## config.mk

```make
export PLATFORM = sky130hd
export DESIGN_NAME = chm_ctrl
export DESIGN_NICKNAME = d
export VERILOG_FILES = /design/src/rtl/chm_pkg.sv /design/src/rtl/chm_ctrl.sv
export SDC_FILE = /design/constraint.sdc
export NUM_CORES = 1
export LEC_CHECK = 0
export ABC_AREA = 0
export BUFFER_PORTS_ARGS = -buffer_cell sky130_fd_sc_hd__buf_2
export CAP_MARGIN = 10
export CORE_AREA = 10 10 47 49
export DETAILED_ROUTE_END_ITERATION = 7
export DIE_AREA = 0 0 57 59
export GPL_ROUTABILITY_DRIVEN = 0
export HOLD_SLACK_MARGIN = 0.1
export PLACE_DENSITY_LB_ADDON = 0.25
export SLEW_MARGIN = 15
export SYNTH_ARGS = -nofsm -noshare
export SYNTH_HDL_FRONTEND = slang
export SYNTH_SLANG_ARGS = --single-unit
```

## constraint.sdc

```tcl
create_clock -name clk -period 1.4 [get_ports clk]
set_input_delay 0.07 -clock clk [delete_from_list [all_inputs] [get_ports clk]]
set_output_delay 0.07 -clock clk [all_outputs]
set_load 0.05 [all_outputs]
```

## src/rtl/chm_pkg.sv

```systemverilog
package chm_pkg;

  localparam int CAPACITY_DEF = 4096;
  localparam int BUCKETS_DEF  = 1024;

  localparam int KEY_W    = 32;
  localparam int VAL_W    = 32;
  localparam int STATUS_W = 3;

  localparam logic CMD_INSERT = 1'b0;
  localparam logic CMD_FIND   = 1'b1;

  localparam logic [STATUS_W-1:0] ST_INSERTED = 3'd0;
  localparam logic [STATUS_W-1:0] ST_FULL     = 3'd1;
  localparam logic [STATUS_W-1:0] ST_NO_VALUE = 3'd2;
  localparam logic [STATUS_W-1:0] ST_FOUND    = 3'd3;
  localparam logic [STATUS_W-1:0] ST_MISS     = 3'd4;

  // commands from the controller to the datapath
  typedef struct packed {
    logic                clear_wr;
    logic                accept;
    logic                head_rd;
    logic                insert_wr;
    logic                entry_rd_head;
    logic                entry_rd_link;
    logic                res_set;
    logic [STATUS_W-1:0] res_status;
    logic                res_hit;
    logic                out_load;
  } chm_cmd_t;

  // status from the datapath to the controller
  typedef struct packed {
    logic clear_last;
    logic mod_done;
    logic is_find;
    logic value_present;
    logic full;
    logic head_valid;
    logic key_match;
    logic link_valid;
    logic out_free;
  } chm_stat_t;

endpackage

```

## src/rtl/chm_ctrl.sv

```systemverilog
module chm_ctrl (
  input  logic              clk,
  input  logic              rst_n,
  input  logic              in_valid,
  output logic              in_ready,
  input  chm_pkg::chm_stat_t stat,
  output chm_pkg::chm_cmd_t  cmd
);

  localparam logic [2:0] S_CLEAR  = 3'd0;
  localparam logic [2:0] S_IDLE   = 3'd1;
  localparam logic [2:0] S_HASH   = 3'd2;
  localparam logic [2:0] S_HEAD   = 3'd3;
  localparam logic [2:0] S_ENTRY  = 3'd4;
  localparam logic [2:0] S_RESULT = 3'd5;

  logic [2:0] state_r;
  logic [2:0] state_nxt;

  always_ff @(posedge clk) begin
    if (!rst_n) begin
      state_r <= S_CLEAR;
    end else begin
      state_r <= state_nxt;
    end
  end

  always_comb begin
    cmd       = '0;
    in_ready  = 1'b0;
    state_nxt = state_r;
    case (state_r)
      S_CLEAR: begin
        cmd.clear_wr = 1'b1;
        if (stat.clear_last) begin
          state_nxt = S_IDLE;
        end
      end
      S_IDLE: begin
        in_ready = 1'b1;
        if (in_valid) begin
          cmd.accept = 1'b1;
          state_nxt  = S_HASH;
        end
      end
      S_HASH: begin
        if (stat.mod_done) begin
          // no-value check ranks above the full check
          if (!stat.is_find && !stat.value_present) begin
            cmd.res_set    = 1'b1;
            cmd.res_status = chm_pkg::ST_NO_VALUE;
            state_nxt      = S_RESULT;
          end else if (!stat.is_find && stat.full) begin
            cmd.res_set    = 1'b1;
            cmd.res_status = chm_pkg::ST_FULL;
            state_nxt      = S_RESULT;
          end else begin
            cmd.head_rd = 1'b1;
            state_nxt   = S_HEAD;
          end
        end
      end
      S_HEAD: begin
        if (!stat.is_find) begin
          cmd.insert_wr  = 1'b1;
          cmd.res_set    = 1'b1;
          cmd.res_status = chm_pkg::ST_INSERTED;
          state_nxt      = S_RESULT;
        end else if (stat.head_valid) begin
          cmd.entry_rd_head = 1'b1;
          state_nxt         = S_ENTRY;
        end else begin
          cmd.res_set    = 1'b1;
          cmd.res_status = chm_pkg::ST_MISS;
          state_nxt      = S_RESULT;
        end
      end
      S_ENTRY: begin
        if (stat.key_match) begin
          cmd.res_set    = 1'b1;
          cmd.res_hit    = 1'b1;
          cmd.res_status = chm_pkg::ST_FOUND;
          state_nxt      = S_RESULT;
        end else if (stat.link_valid) begin
          cmd.entry_rd_link = 1'b1;
        end else begin
          cmd.res_set    = 1'b1;
          cmd.res_status = chm_pkg::ST_MISS;
          state_nxt      = S_RESULT;
        end
      end
      S_RESULT: begin
        if (stat.out_free) begin
          cmd.out_load = 1'b1;
          state_nxt    = S_IDLE;
        end
      end
      default: begin
        state_nxt = S_CLEAR;
      end
    endcase
  end

endmodule

```

* Word-level counts from Yosys, hierarchy flattened *
Index checks and enable logic that the tools add are counted.

word-level totals
  bits in registers = 3
  bits of input ports = 12
  output and inout bits = 13
  logic and storage cells = 55

operators by class
  eq/ne operators = 10
  mux-type cells = 38
  reductions and logical operators = 6

operator list
  kind                                                 count
  2-to-1 mux 4 bit                                     7
  2-to-1 mux 3 bit                                     9
  2-to-1 mux 1 bit                                     19
  case mux 3 bit (6 select lines)                      1
  case mux 4 bit (3 select lines)                      1
  != test 2 bit, second input constant                 4
  equality test 3 x 2 -> 1 bit, second input constant  2
  equality test 3 bit, second input constant           2
  AND reduction 5 bit                                  1
  equality test 3 x 1 -> 1 bit, second input constant  1
  zero test 3 bit                                      1
  != test 3 bit, second input constant                 1
  logical AND 1 bit                                    2
  zero test 1 bit                                      2
  2-to-1 mux 2 bit                                     1

* Longest topological paths before layout *
Gate-level depths: netlist of the first run.

  depth after elaboration = 6
  depth in mapped cells = 5
  gate-level depth less buffers = 4

* Worst setup path before layout of the first run *
Ideal clock, no wire load.

  path type = register to output
  start = register state_r[1]
  end = output cmd[2] in the netlist's numbering
  arrival = 2.014 ns
  data required time = 1.330 ns
  setup slack = -0.684 ns
  stages on the path, launching flop included = 5
  path buffers = 1
  cell sequence = dfxtp_1 > buf_2 > nor2b_1 > nand3b_1 > o31ai_1

RTL lines
  item                    RTL line        source
  from (decl)             chm_ctrl.sv:17  logic [2:0] state_r;
  from (signal assigned)  chm_ctrl.sv:24  state_r <= state_nxt;
  to (decl)               chm_ctrl.sv:7   output chm_pkg::chm_cmd_t cmd

==> qor.yml, run 1 <==
outcome:
  status: "finished, violations left"
  violations: "negative setup slack"
synth:
  synth_top_family_by_area: "simple AND/OR/NAND/NOR gates"
  synthMuxAreaShare_pct: 5.763
  yosysUniqueCellTypes: 25
  ys_warn_count: 0
  yosys.area_share.adder_pct: 0
  syn_inst: 53
  synth-xor-area-share_pct: 0
  synth_fp_nets: 65
  ys_seq_area_share_pct: 16.27
  synth_compound_area_share_pct: 25.08
  yosys.area_share.simple_pct: 48.14
  synth-seq-cells: 3
  synth.avg_cell_area_um2: 6.964
  synth_area_um2: 369.1
timing:
  grt_setup_unrepaired: "true"
  slew_viol_final: 0
  setup_ws_ps: -157.1
  slew_headroom_pct: 81.93
  finalClockSkew_ps: 3.900
  setup_viol: 7
  fin_crit_sh_pct: 111.2
  worst_pin_slew_ps: 267.3
  period_minus_slack_ps: 1557
  fmax_mhz: 642.2
  finalHoldViolCount: 0
  hold_ws_ps: 124.5
critical_path:
  path_cells: "buf_6, or3b_4, o32ai_4, buf_6"
  worst-path-max-fanout: 5
  cp_common_cell: "buf_6"
  reg2reg_slack_ps: -80
  path_class: "reg2out"
  reg2reg_depth: 6
  slowest_delay_ps: 390
  critPathSlowestCell: "or3b_4"
  reg2reg_from: "state_r[1]"
  critical_path_required_ps: 1330
  r2r_end: "state_r[1]"
  start_kind: "flop"
  critPathArrivalTime_ps: 1490
  endpoint_kind: "output pin"
layout:
  top_register: "state_r"
  fillCellCount: 125
  drive_gt1_share_pct: 72.34
  final_nets: 107
  largest_register_ffs: 3
  diodes: 0
  areaGrowthSynthToFinish_pct: 132.9
  largestRegisters: "state_r: 3 flops"
  final_common_cell: "buf_2"
  final_cell_mix: "buf_2 (14), buf_4 (13), buf_6 (10)"
clock_network:
  cts_buffer_depth: 2
  postCtsHoldBufs: 0
  htree_levels: 1
  clkLatencyLatePin_ps: 230
  cts_inserted_buffers: 3
  cts_tree: "built"
  cts-root-buf: "clkbuf_4"
  clock-sinks: 3
  cts.clk_slew.worst_paths_ps: 40
route:
  drcViolationCount: 0
  drtPass1Iterations: 4
  routedWlPerCell_um: 13.61
  vias: 515
  drtIter0Drc: 5
  drt-total-wl_um: 1497
  drt.antenna.violating_nets: 0
  viasPerCell: 4.682
worst_hold_path:
  holdCritPathClass: "in2reg"
  holdPathEnd: "state_r[2]"
  hold_path_depth: 3
  worstHoldStart: "rst_n"
floorplanning:
  fp-row-count: 14
  core_area_um2: 1401
  die_h_um: 59
  io_pins: 25
  fp.dieW_um: 57
  dieArea_um2: 3363
  start_util_pct: 26.34
placed_design:
  dp_slack_ps: -60.42
  port_buffers: 24
  place_hpwl_um: 1126
power_and_ir_drop:
  powerDensity_nw_per_um2: 1072
  p_leak_nw: 0.3876
  ir_drop_v: 0.0004845
global_routing:
  grt-ovfl-total: 0
  grt_start_max_net_pins: 10
  grt_pass1_wl_um: 2490
  grt_pass1_vias: 579
  globalRouteTotalUtil_pct: 8.686
  antenna_found_initial: 0
flow_run:
  cap_viol_max_count: 0
[Yosys cell counts]
master	n	area share [%]
a221o_1	2	5.4
nor2b_1	4	6.8
nor3_1	2	2.7
clkbuf_1	1	1.0
nor2_1	7	7.1
and3_1	1	1.7
nor4b_1	1	2.4
dfxtp_1	3	16
o21ai_0	1	1.4
a21o_1	1	2.0
inv_1	1	1.0
a21boi_1	1	2.0
nand2_1	8	8.1
o32ai_1	1	2.4
buf_2	2	2.7
nor3b_1	1	2.0
nand2b_1	4	6.8
or3b_4	1	3.1
a21oi_1	1	1.4
and2_1	2	3.4
o32ai_2	1	4.4
o31ai_1	3	6.1
mux2i_1	1	2.7
mux2_2	1	3.1
nand3b_1	2	4.1
[cells by family (layout without fill, tap and decap cells)]
family,count (synthesis),after routing
buf+inv,4,45
mux,2,2
compound gates,11,11
simple gates,33,33
flops,3,3
[per-layer routing]
metal	vias up	global-route usage (%)	wire, um
li1	271	-	-
met1	237	9.501	599
met2	7	15.66	845
met3	0	2.361	52
met4	0	3.020	0
met5	-	0	0
[power breakdown]
group	leakage (nW)	internal [mW]	total [mW]	switching, mW
clock network	0.0150	0.107	0.153	0.0460
logic	0.346	0.289	0.630	0.342
registers	0.0261	0.109	0.139	0.0293
total	0.388	0.505	0.922	0.417
[worst max-delay path by stage]
stage                     startpoint    endpoint  cells past startpoint
after global placement    state_r[1]  state_r[1]                      5
after detailed placement  state_r[1]  state_r[1]                      5
after floorplan           state_r[1]     cmd[10]                      4
after CTS                 state_r[1]      cmd[4]                      4
final                     state_r[1]      cmd[4]                      4
after global routing      state_r[1]      cmd[4]                      4
[worst max-delay path, delay by kind of cell, from the launching register on]
| kind | cells | cell delay (ps) |
|---|---|---|
| and+or+nand+nor | 1 | 390 |
| buffers and inverters | 2 | 320 |
| AOI/OAI and AO/OA | 1 | 220 |
| DFF | 1 | 320 |
[final cells by class]
class / instances / area (um^2) / share of cell area [%]
Clock buffer: 4 / 26.28 / 3.057
Inverter: 1 / 3.754 / 0.4367
Sequential cell: 3 / 66.31 / 7.715
Timing Repair Buffer: 40 / 325.3 / 37.85
Tap cell: 16 / 20.02 / 2.329
Multi-Input combinational cell: 46 / 417.9 / 48.62
[metrics by stage]
step | TNS [ps] | cell area [um^2] | power [mW] | std cells | util [%]
2_1_floorplan | -375.7 | 441.7 | 0.4776 | 53 | -
3_3_place_gp | -89.48 | 651.9 | 0.6328 | 102 | 46.52
3_5_place_dp | -145.5 | 651.9 | 0.6335 | 102 | 46.52
4_1_cts | -627.8 | 818.3 | 0.9012 | 109 | 58.39
5_1_grt | -1095 | 859.6 | 0.9740 | 110 | 61.34
6_report | -632.7 | 859.6 | 0.9216 | 110 | 61.34
[repair_timing]
| action | in CTS | in global routing |
|---|---|---|
| pin swaps | 5 | 5 |
| hold endpoints to repair | 0 | 0 |
| endpoints found under the setup margin | 13 | 13 |
| gates cloned | 0 | 0 |
| setup buffers | 3 | 1 |
| gates resized for setup | 34 | 10 |
(Power assumes the default switching activity.)
==> run 2, diff against run 1 <==
- SKIP_CTS_REPAIR_TIMING: unset -> 1
==> qor.yml, run 2 (synthesis gave the netlist of run 1 again) <==
route:
  drtIter0Drc: 7  # +2
  drtPass1Iterations: 2  # -2
  routedWlPerCell_um: 13.28  # -2.4%
  viasPerCell: 4.657  # -0.52%
  drcViolationCount: 0  # unchanged
  drt-total-wl_um: 1434  # -4.2%
  vias: 503  # -2.3%
  drt.antenna.violating_nets: 0  # unchanged
placed_design:
  port_buffers: 24  # unchanged
  place_hpwl_um: 1126  # unchanged
layout:
  final_cell_mix: "buf_2 (14), buf_4 (12), buf_6 (10)"
  final_nets: 105  # -1.9%
  fin_util_pct: 57.95  # -3.4 points
  diodes: 0  # unchanged
  largest_register_ffs: 3  # unchanged
  largestRegisters: "state_r: 3 flops"
  drive_gt1_share_pct: 68.48  # -3.9 points
  areaGrowthSynthToFinish_pct: 120.0
  top_register: "state_r"
  final_common_cell: "buf_2"
critical_path:
  worst-path-max-fanout: 6  # +1
  startpoint: "state_r[1]"
  critical_path_required_ps: 1330  # about the same
  setup.worst_path.end: "cmd[5]"
  reg2reg_slack_ps: -60  # +20 ps
  path_class: "reg2out"
  start_kind: "flop"
  r2r_end: "state_r[1]"
  critPathArrivalTime_ps: 1490  # about the same
  reg2reg_depth: 5  # -1
  reg2reg_from: "state_r[1]"
  endpoint_kind: "output pin"
power_and_ir_drop:
  swShare_pct: 45.46  # +0.24 points
  clock_power_share_pct: 17.6  # +1.0 points
  comb_power_share_pct: 66.8  # -1.6 points
  p_int_mw: 0.4748  # -5.9%
  powerDensity_nw_per_um2: 1072  # about the same
  p_leak_nw: 0.3734  # -3.7%
  ir_drop_v: 0.0004702  # -3.0%
  p_seq_share_pct: 15.6  # +0.6 points
  p_switching_mw: 0.3958  # -5.0%
clock_network:
  cts_buffer_depth: 2  # unchanged
  clock-sinks: 3  # unchanged
  clkLatencyLatePin_ps: 230  # about the same
  cts.clk_slew.worst_paths_ps: 40  # about the same
  cts-root-buf: "clkbuf_4"
  htree_levels: 1  # unchanged
  cts_tree: "built"
  cts_inserted_buffers: 3  # unchanged
outcome:
  violations: "negative setup slack"
  status: "finished, violations left"
floorplanning:
  dieArea_um2: 3363  # unchanged
  fp.dieW_um: 57  # unchanged
  fp-row-count: 14  # unchanged
  start_util_pct: 26.34  # unchanged
  core_area_um2: 1401  # unchanged
  die_h_um: 59  # unchanged
  io_pins: 25  # unchanged
timing:
  slew_viol_final: 0  # unchanged
  finalSetupTns_ps: -658.2  # -25.45 ps
  slew_headroom_pct: 80.53  # -1.4 points
  fmax_mhz: 640.4  # -0.28%
  setup_viol: 9  # +2
  grt_setup_unrepaired: "true"
  period_minus_slack_ps: 1561  # +4.384 ps
  fin_crit_sh_pct: 111.5  # +0.31 points
  worst_pin_slew_ps: 292.1  # +24.82 ps
  finalHoldViolCount: 0  # unchanged
  setup_ws_ps: -161.5  # -4.384 ps
  finalClockSkew_ps: 4.540  # +0.6398 ps
global_routing:
  grt_pass1_wl_um: 2235  # -10%
  grt_pass1_vias: 520  # -10%
  grt_start_max_net_pins: 10  # unchanged
  grt-ovfl-total: 0  # unchanged
  antenna_found_initial: 0  # unchanged
  globalRouteTotalUtil_pct: 7.822  # -0.86 points
worst_hold_path:
  holdCritPathClass: "in2reg"
flow_run:
  cap_viol_max_count: 0  # unchanged
run 2: power groups by stage:
stage,Sequential (mW),Combinational (mW),Clock (mW)
global route,0.140,0.620,0.163
floorplan,0.123,0.355,0
detailed placement,0.122,0.512,0
global placement,0.122,0.511,0
CTS,0.121,0.513,0.158
finish,0.136,0.581,0.153
run 2: cell type report:
cell class	instances	area, um^2
Fill cell	133	589.3
Multi-Input combinational cell	46	392.9
Timing Repair Buffer	38	302.8
Sequential cell	3	66.31
Clock buffer	4	26.28
Tap cell	16	20.02
Inverter	1	3.754
run 2: routing by layer:
| metal | global-route usage [%] | up-vias | routed length, um |
|---|---|---|---|
| li1 | - | 267 | - |
| met1 | 8.907 | 227 | 576 |
| met2 | 13.33 | 9 | 800 |
| met3 | 2.361 | 0 | 58 |
| met4 | 3.020 | 0 | 0 |
| met5 | 0 | - | 0 |
run 2: worst min-delay path by stage:
stage          start         end  slack, ps  cells past startpoint
5_1_grt        rst_n  state_r[0]        140                      2
2_1_floorplan  rst_n  state_r[2]        220                      2
4_1_cts        rst_n  state_r[2]        130                      3
3_3_place_gp   rst_n  state_r[2]        370                      3
3_5_place_dp   rst_n  state_r[2]        370                      3
6_report       rst_n  state_r[2]        130                      3
run 2: worst max-delay path, cell delays in order (launching register included):
cell	delay, ps
dfxtp_2	320
buf_6	120
buf_4	130
and2_1	160
a221o_2	360
buf_6	160
run 2: metrics by stage:
stage | instances | area, um^2 | total power [mW] | worst slack [ps] | hold WS, ps
after global placement | 102 | 651.9 | 0.6328 | -39.59 | 368.2
after floorplan | 53 | 441.7 | 0.4776 | -142.2 | 217.2
after CTS | 106 | 678.2 | 0.7916 | -297.2 | 127.1
final | 108 | 812.0 | 0.8706 | -161.5 | 126.7
after detailed placement | 102 | 651.9 | 0.6335 | -60.42 | 370.3
after global routing | 108 | 812.0 | 0.9228 | -212.1 | 141.8
==> run 3, diff against run 2 <==
- CELL_PAD_IN_SITES_DETAIL_PLACEMENT: unset -> 0
- CELL_PAD_IN_SITES_GLOBAL_PLACEMENT: unset -> 2
- CORE_AREA: 10 10 47 49 -> unset
- CORE_MARGIN: unset -> 10
- CORE_UTILIZATION: unset -> 20
- DIE_AREA: 0 0 57 59 -> unset
- clock period: 1.4 -> 1.8 ns (I/O delays scaled with it)
==> qor.yml, run 3 (synthesis gave the netlist of run 1 again) <==
floorplanning:
  fp-row-count: 15  # +1
  core_area_um2: 1745  # +25%
  start_util_pct: 21.15  # -5.2 points
  die_h_um: 62.96  # +6.7%
  io_pins: 25  # unchanged
  dieArea_um2: 3964  # +18%
  fp.dieW_um: 62.96  # +10%
layout:
  drive_gt1_share_pct: 52.50  # -16 points
  areaGrowthSynthToFinish_pct: 59.66
  final_common_cell: "buf_2"
  fin_util_pct: 33.76  # -24 points
  fin_area_um2: 589.3  # -27%
  diodes: 0  # unchanged
  final_nets: 93  # -11%
  largest_register_ffs: 3  # unchanged
  largestRegisters: "state_r: 3 flops"
  fin_cells: 105  # -2.8%
  top_register: "state_r"
  final_cell_mix: "buf_2 (22), nand2_1 (8), nor2_1 (6)"
placed_design:
  port_buffers: 24  # unchanged
  placed_cells: 101  # -0.98%
  place_hpwl_um: 1072  # -4.8%
  dp_slack_ps: 207.4  # +267.8 ps
  place_area_um2: 541.8  # -17%
clock_network:
  cts_buffer_depth: 2  # unchanged
  cts_inserted_buffers: 3  # unchanged
  htree_levels: 1  # unchanged
  clkLatencyLatePin_ps: 230  # about the same
  cts-root-buf: "clkbuf_4"
  cts.clk_slew.worst_paths_ps: 30  # about the same
  clock-sinks: 3  # unchanged
  cts_tree: "built"
critical_path:
  start_kind: "flop"
  critPathArrivalTime_ps: 1540  # +50 ps
  worst-path-max-fanout: 9  # +3
  reg2reg_depth: 4  # -1
  endpoint_kind: "output pin"
  startpoint: "state_r[2]"
  critical_path_required_ps: 1710  # +380 ps
  reg2reg_from: "state_r[1]"
  path_class: "reg2out"
route:
  met1Wirelength_um: 604  # +4.9%
  drcViolationCount: 0  # unchanged
  routedWlPerCell_um: 12.81  # -3.5%
  drt.antenna.violating_nets: 0  # unchanged
  wl_met3_um: 34  # -41%
  drtIter0Drc: 14  # +7
  dr_wl_met2_um: 689  # -14%
  drt-total-wl_um: 1345  # -6.2%
  viasPerCell: 4.457  # -4.3%
  drtPass1Iterations: 6  # +4
  vias: 468  # -7.0%
  topRoutingLayerUsed: "met4"
timing:
  finalClockSkew_ps: 3.769  # -0.7706 ps
  setup_viol: 0  # -9
  slew_headroom_pct: 80.21  # -0.31 points
  setup_ws_ps: 167.7  # +329.2 ps
  grt_setup_unrepaired: "false"
  fmax_mhz: 612.6
  worst_pin_slew_ps: 296.2  # +4.100 ps
  period_minus_slack_ps: 1632
  finalHoldViolCount: 0  # unchanged
  finalSetupTns_ps: 0  # +658.2 ps
  hold_ws_ps: 159.1  # +32.34 ps
  fin_crit_sh_pct: 90.68
  slew_viol_final: 0  # unchanged
flow_run:
  cap_viol_max_count: 0  # unchanged
power_and_ir_drop:
  p_leak_nw: 0.2872  # -23%
  powerDensity_nw_per_um2: 933.2  # -13%
  fin_total_pwr_mw: 0.5500  # -37%
  ir_drop_v: 0.0004193  # -11%
global_routing:
  globalRouteTotalUtil_pct: 6.748  # -1.1 points
  grt_pass1_wl_um: 2173  # -2.8%
  grt-ovfl-total: 0  # unchanged
  grt_start_max_net_pins: 13  # +3
  grt_pass1_vias: 478  # -8.1%
  antenna_found_initial: 0  # unchanged
worst_hold_path:
  hold_path_depth: 2  # -1
  worstHoldStart: "rst_n"
  holdCritPathClass: "in2reg"
outcome:
  status: "finished clean"
-- run 3: area by class of cell --
class	count	area, um^2
flip-flops and latches	3	66.31
well taps	25	31.28
clock buffers	4	26.28
fillers	202	1156
repair buffers	26	140.1
inverters	1	3.754
multi-input cells	46	321.6
-- run 3: final timing paths --
check / endpoint / slack [ps]
setup / recovery: cmd[4] / 170
hold / removal: state_r[0] / 160
setup reg to reg: state_r[1] / 380
hold reg to reg: state_r[1] / 660
-- run 3: power by group --
| part | switching [mW] | leakage (nW) | internal [mW] | total (mW) |
|---|---|---|---|---|
| registers | 0.0332 | 0.0261 | 0.0846 | 0.118 |
| clock network | 0.0342 | 0.0150 | 0.0830 | 0.117 |
| logic | 0.204 | 0.246 | 0.111 | 0.315 |
-- run 3: per-layer routing --
metal  GRT usage [%]  up-vias
met2           10.91       14
met5               0        -
met1           7.624      207
met3           1.792        2
li1                -      245
met4           4.190        0
-- run 3: worst max-delay path, stage by stage (launching register included) --
cell and delay (ps):
dfxtp_2 410, or3b_4 430, o32ai_2 200, clkbuf_4 270
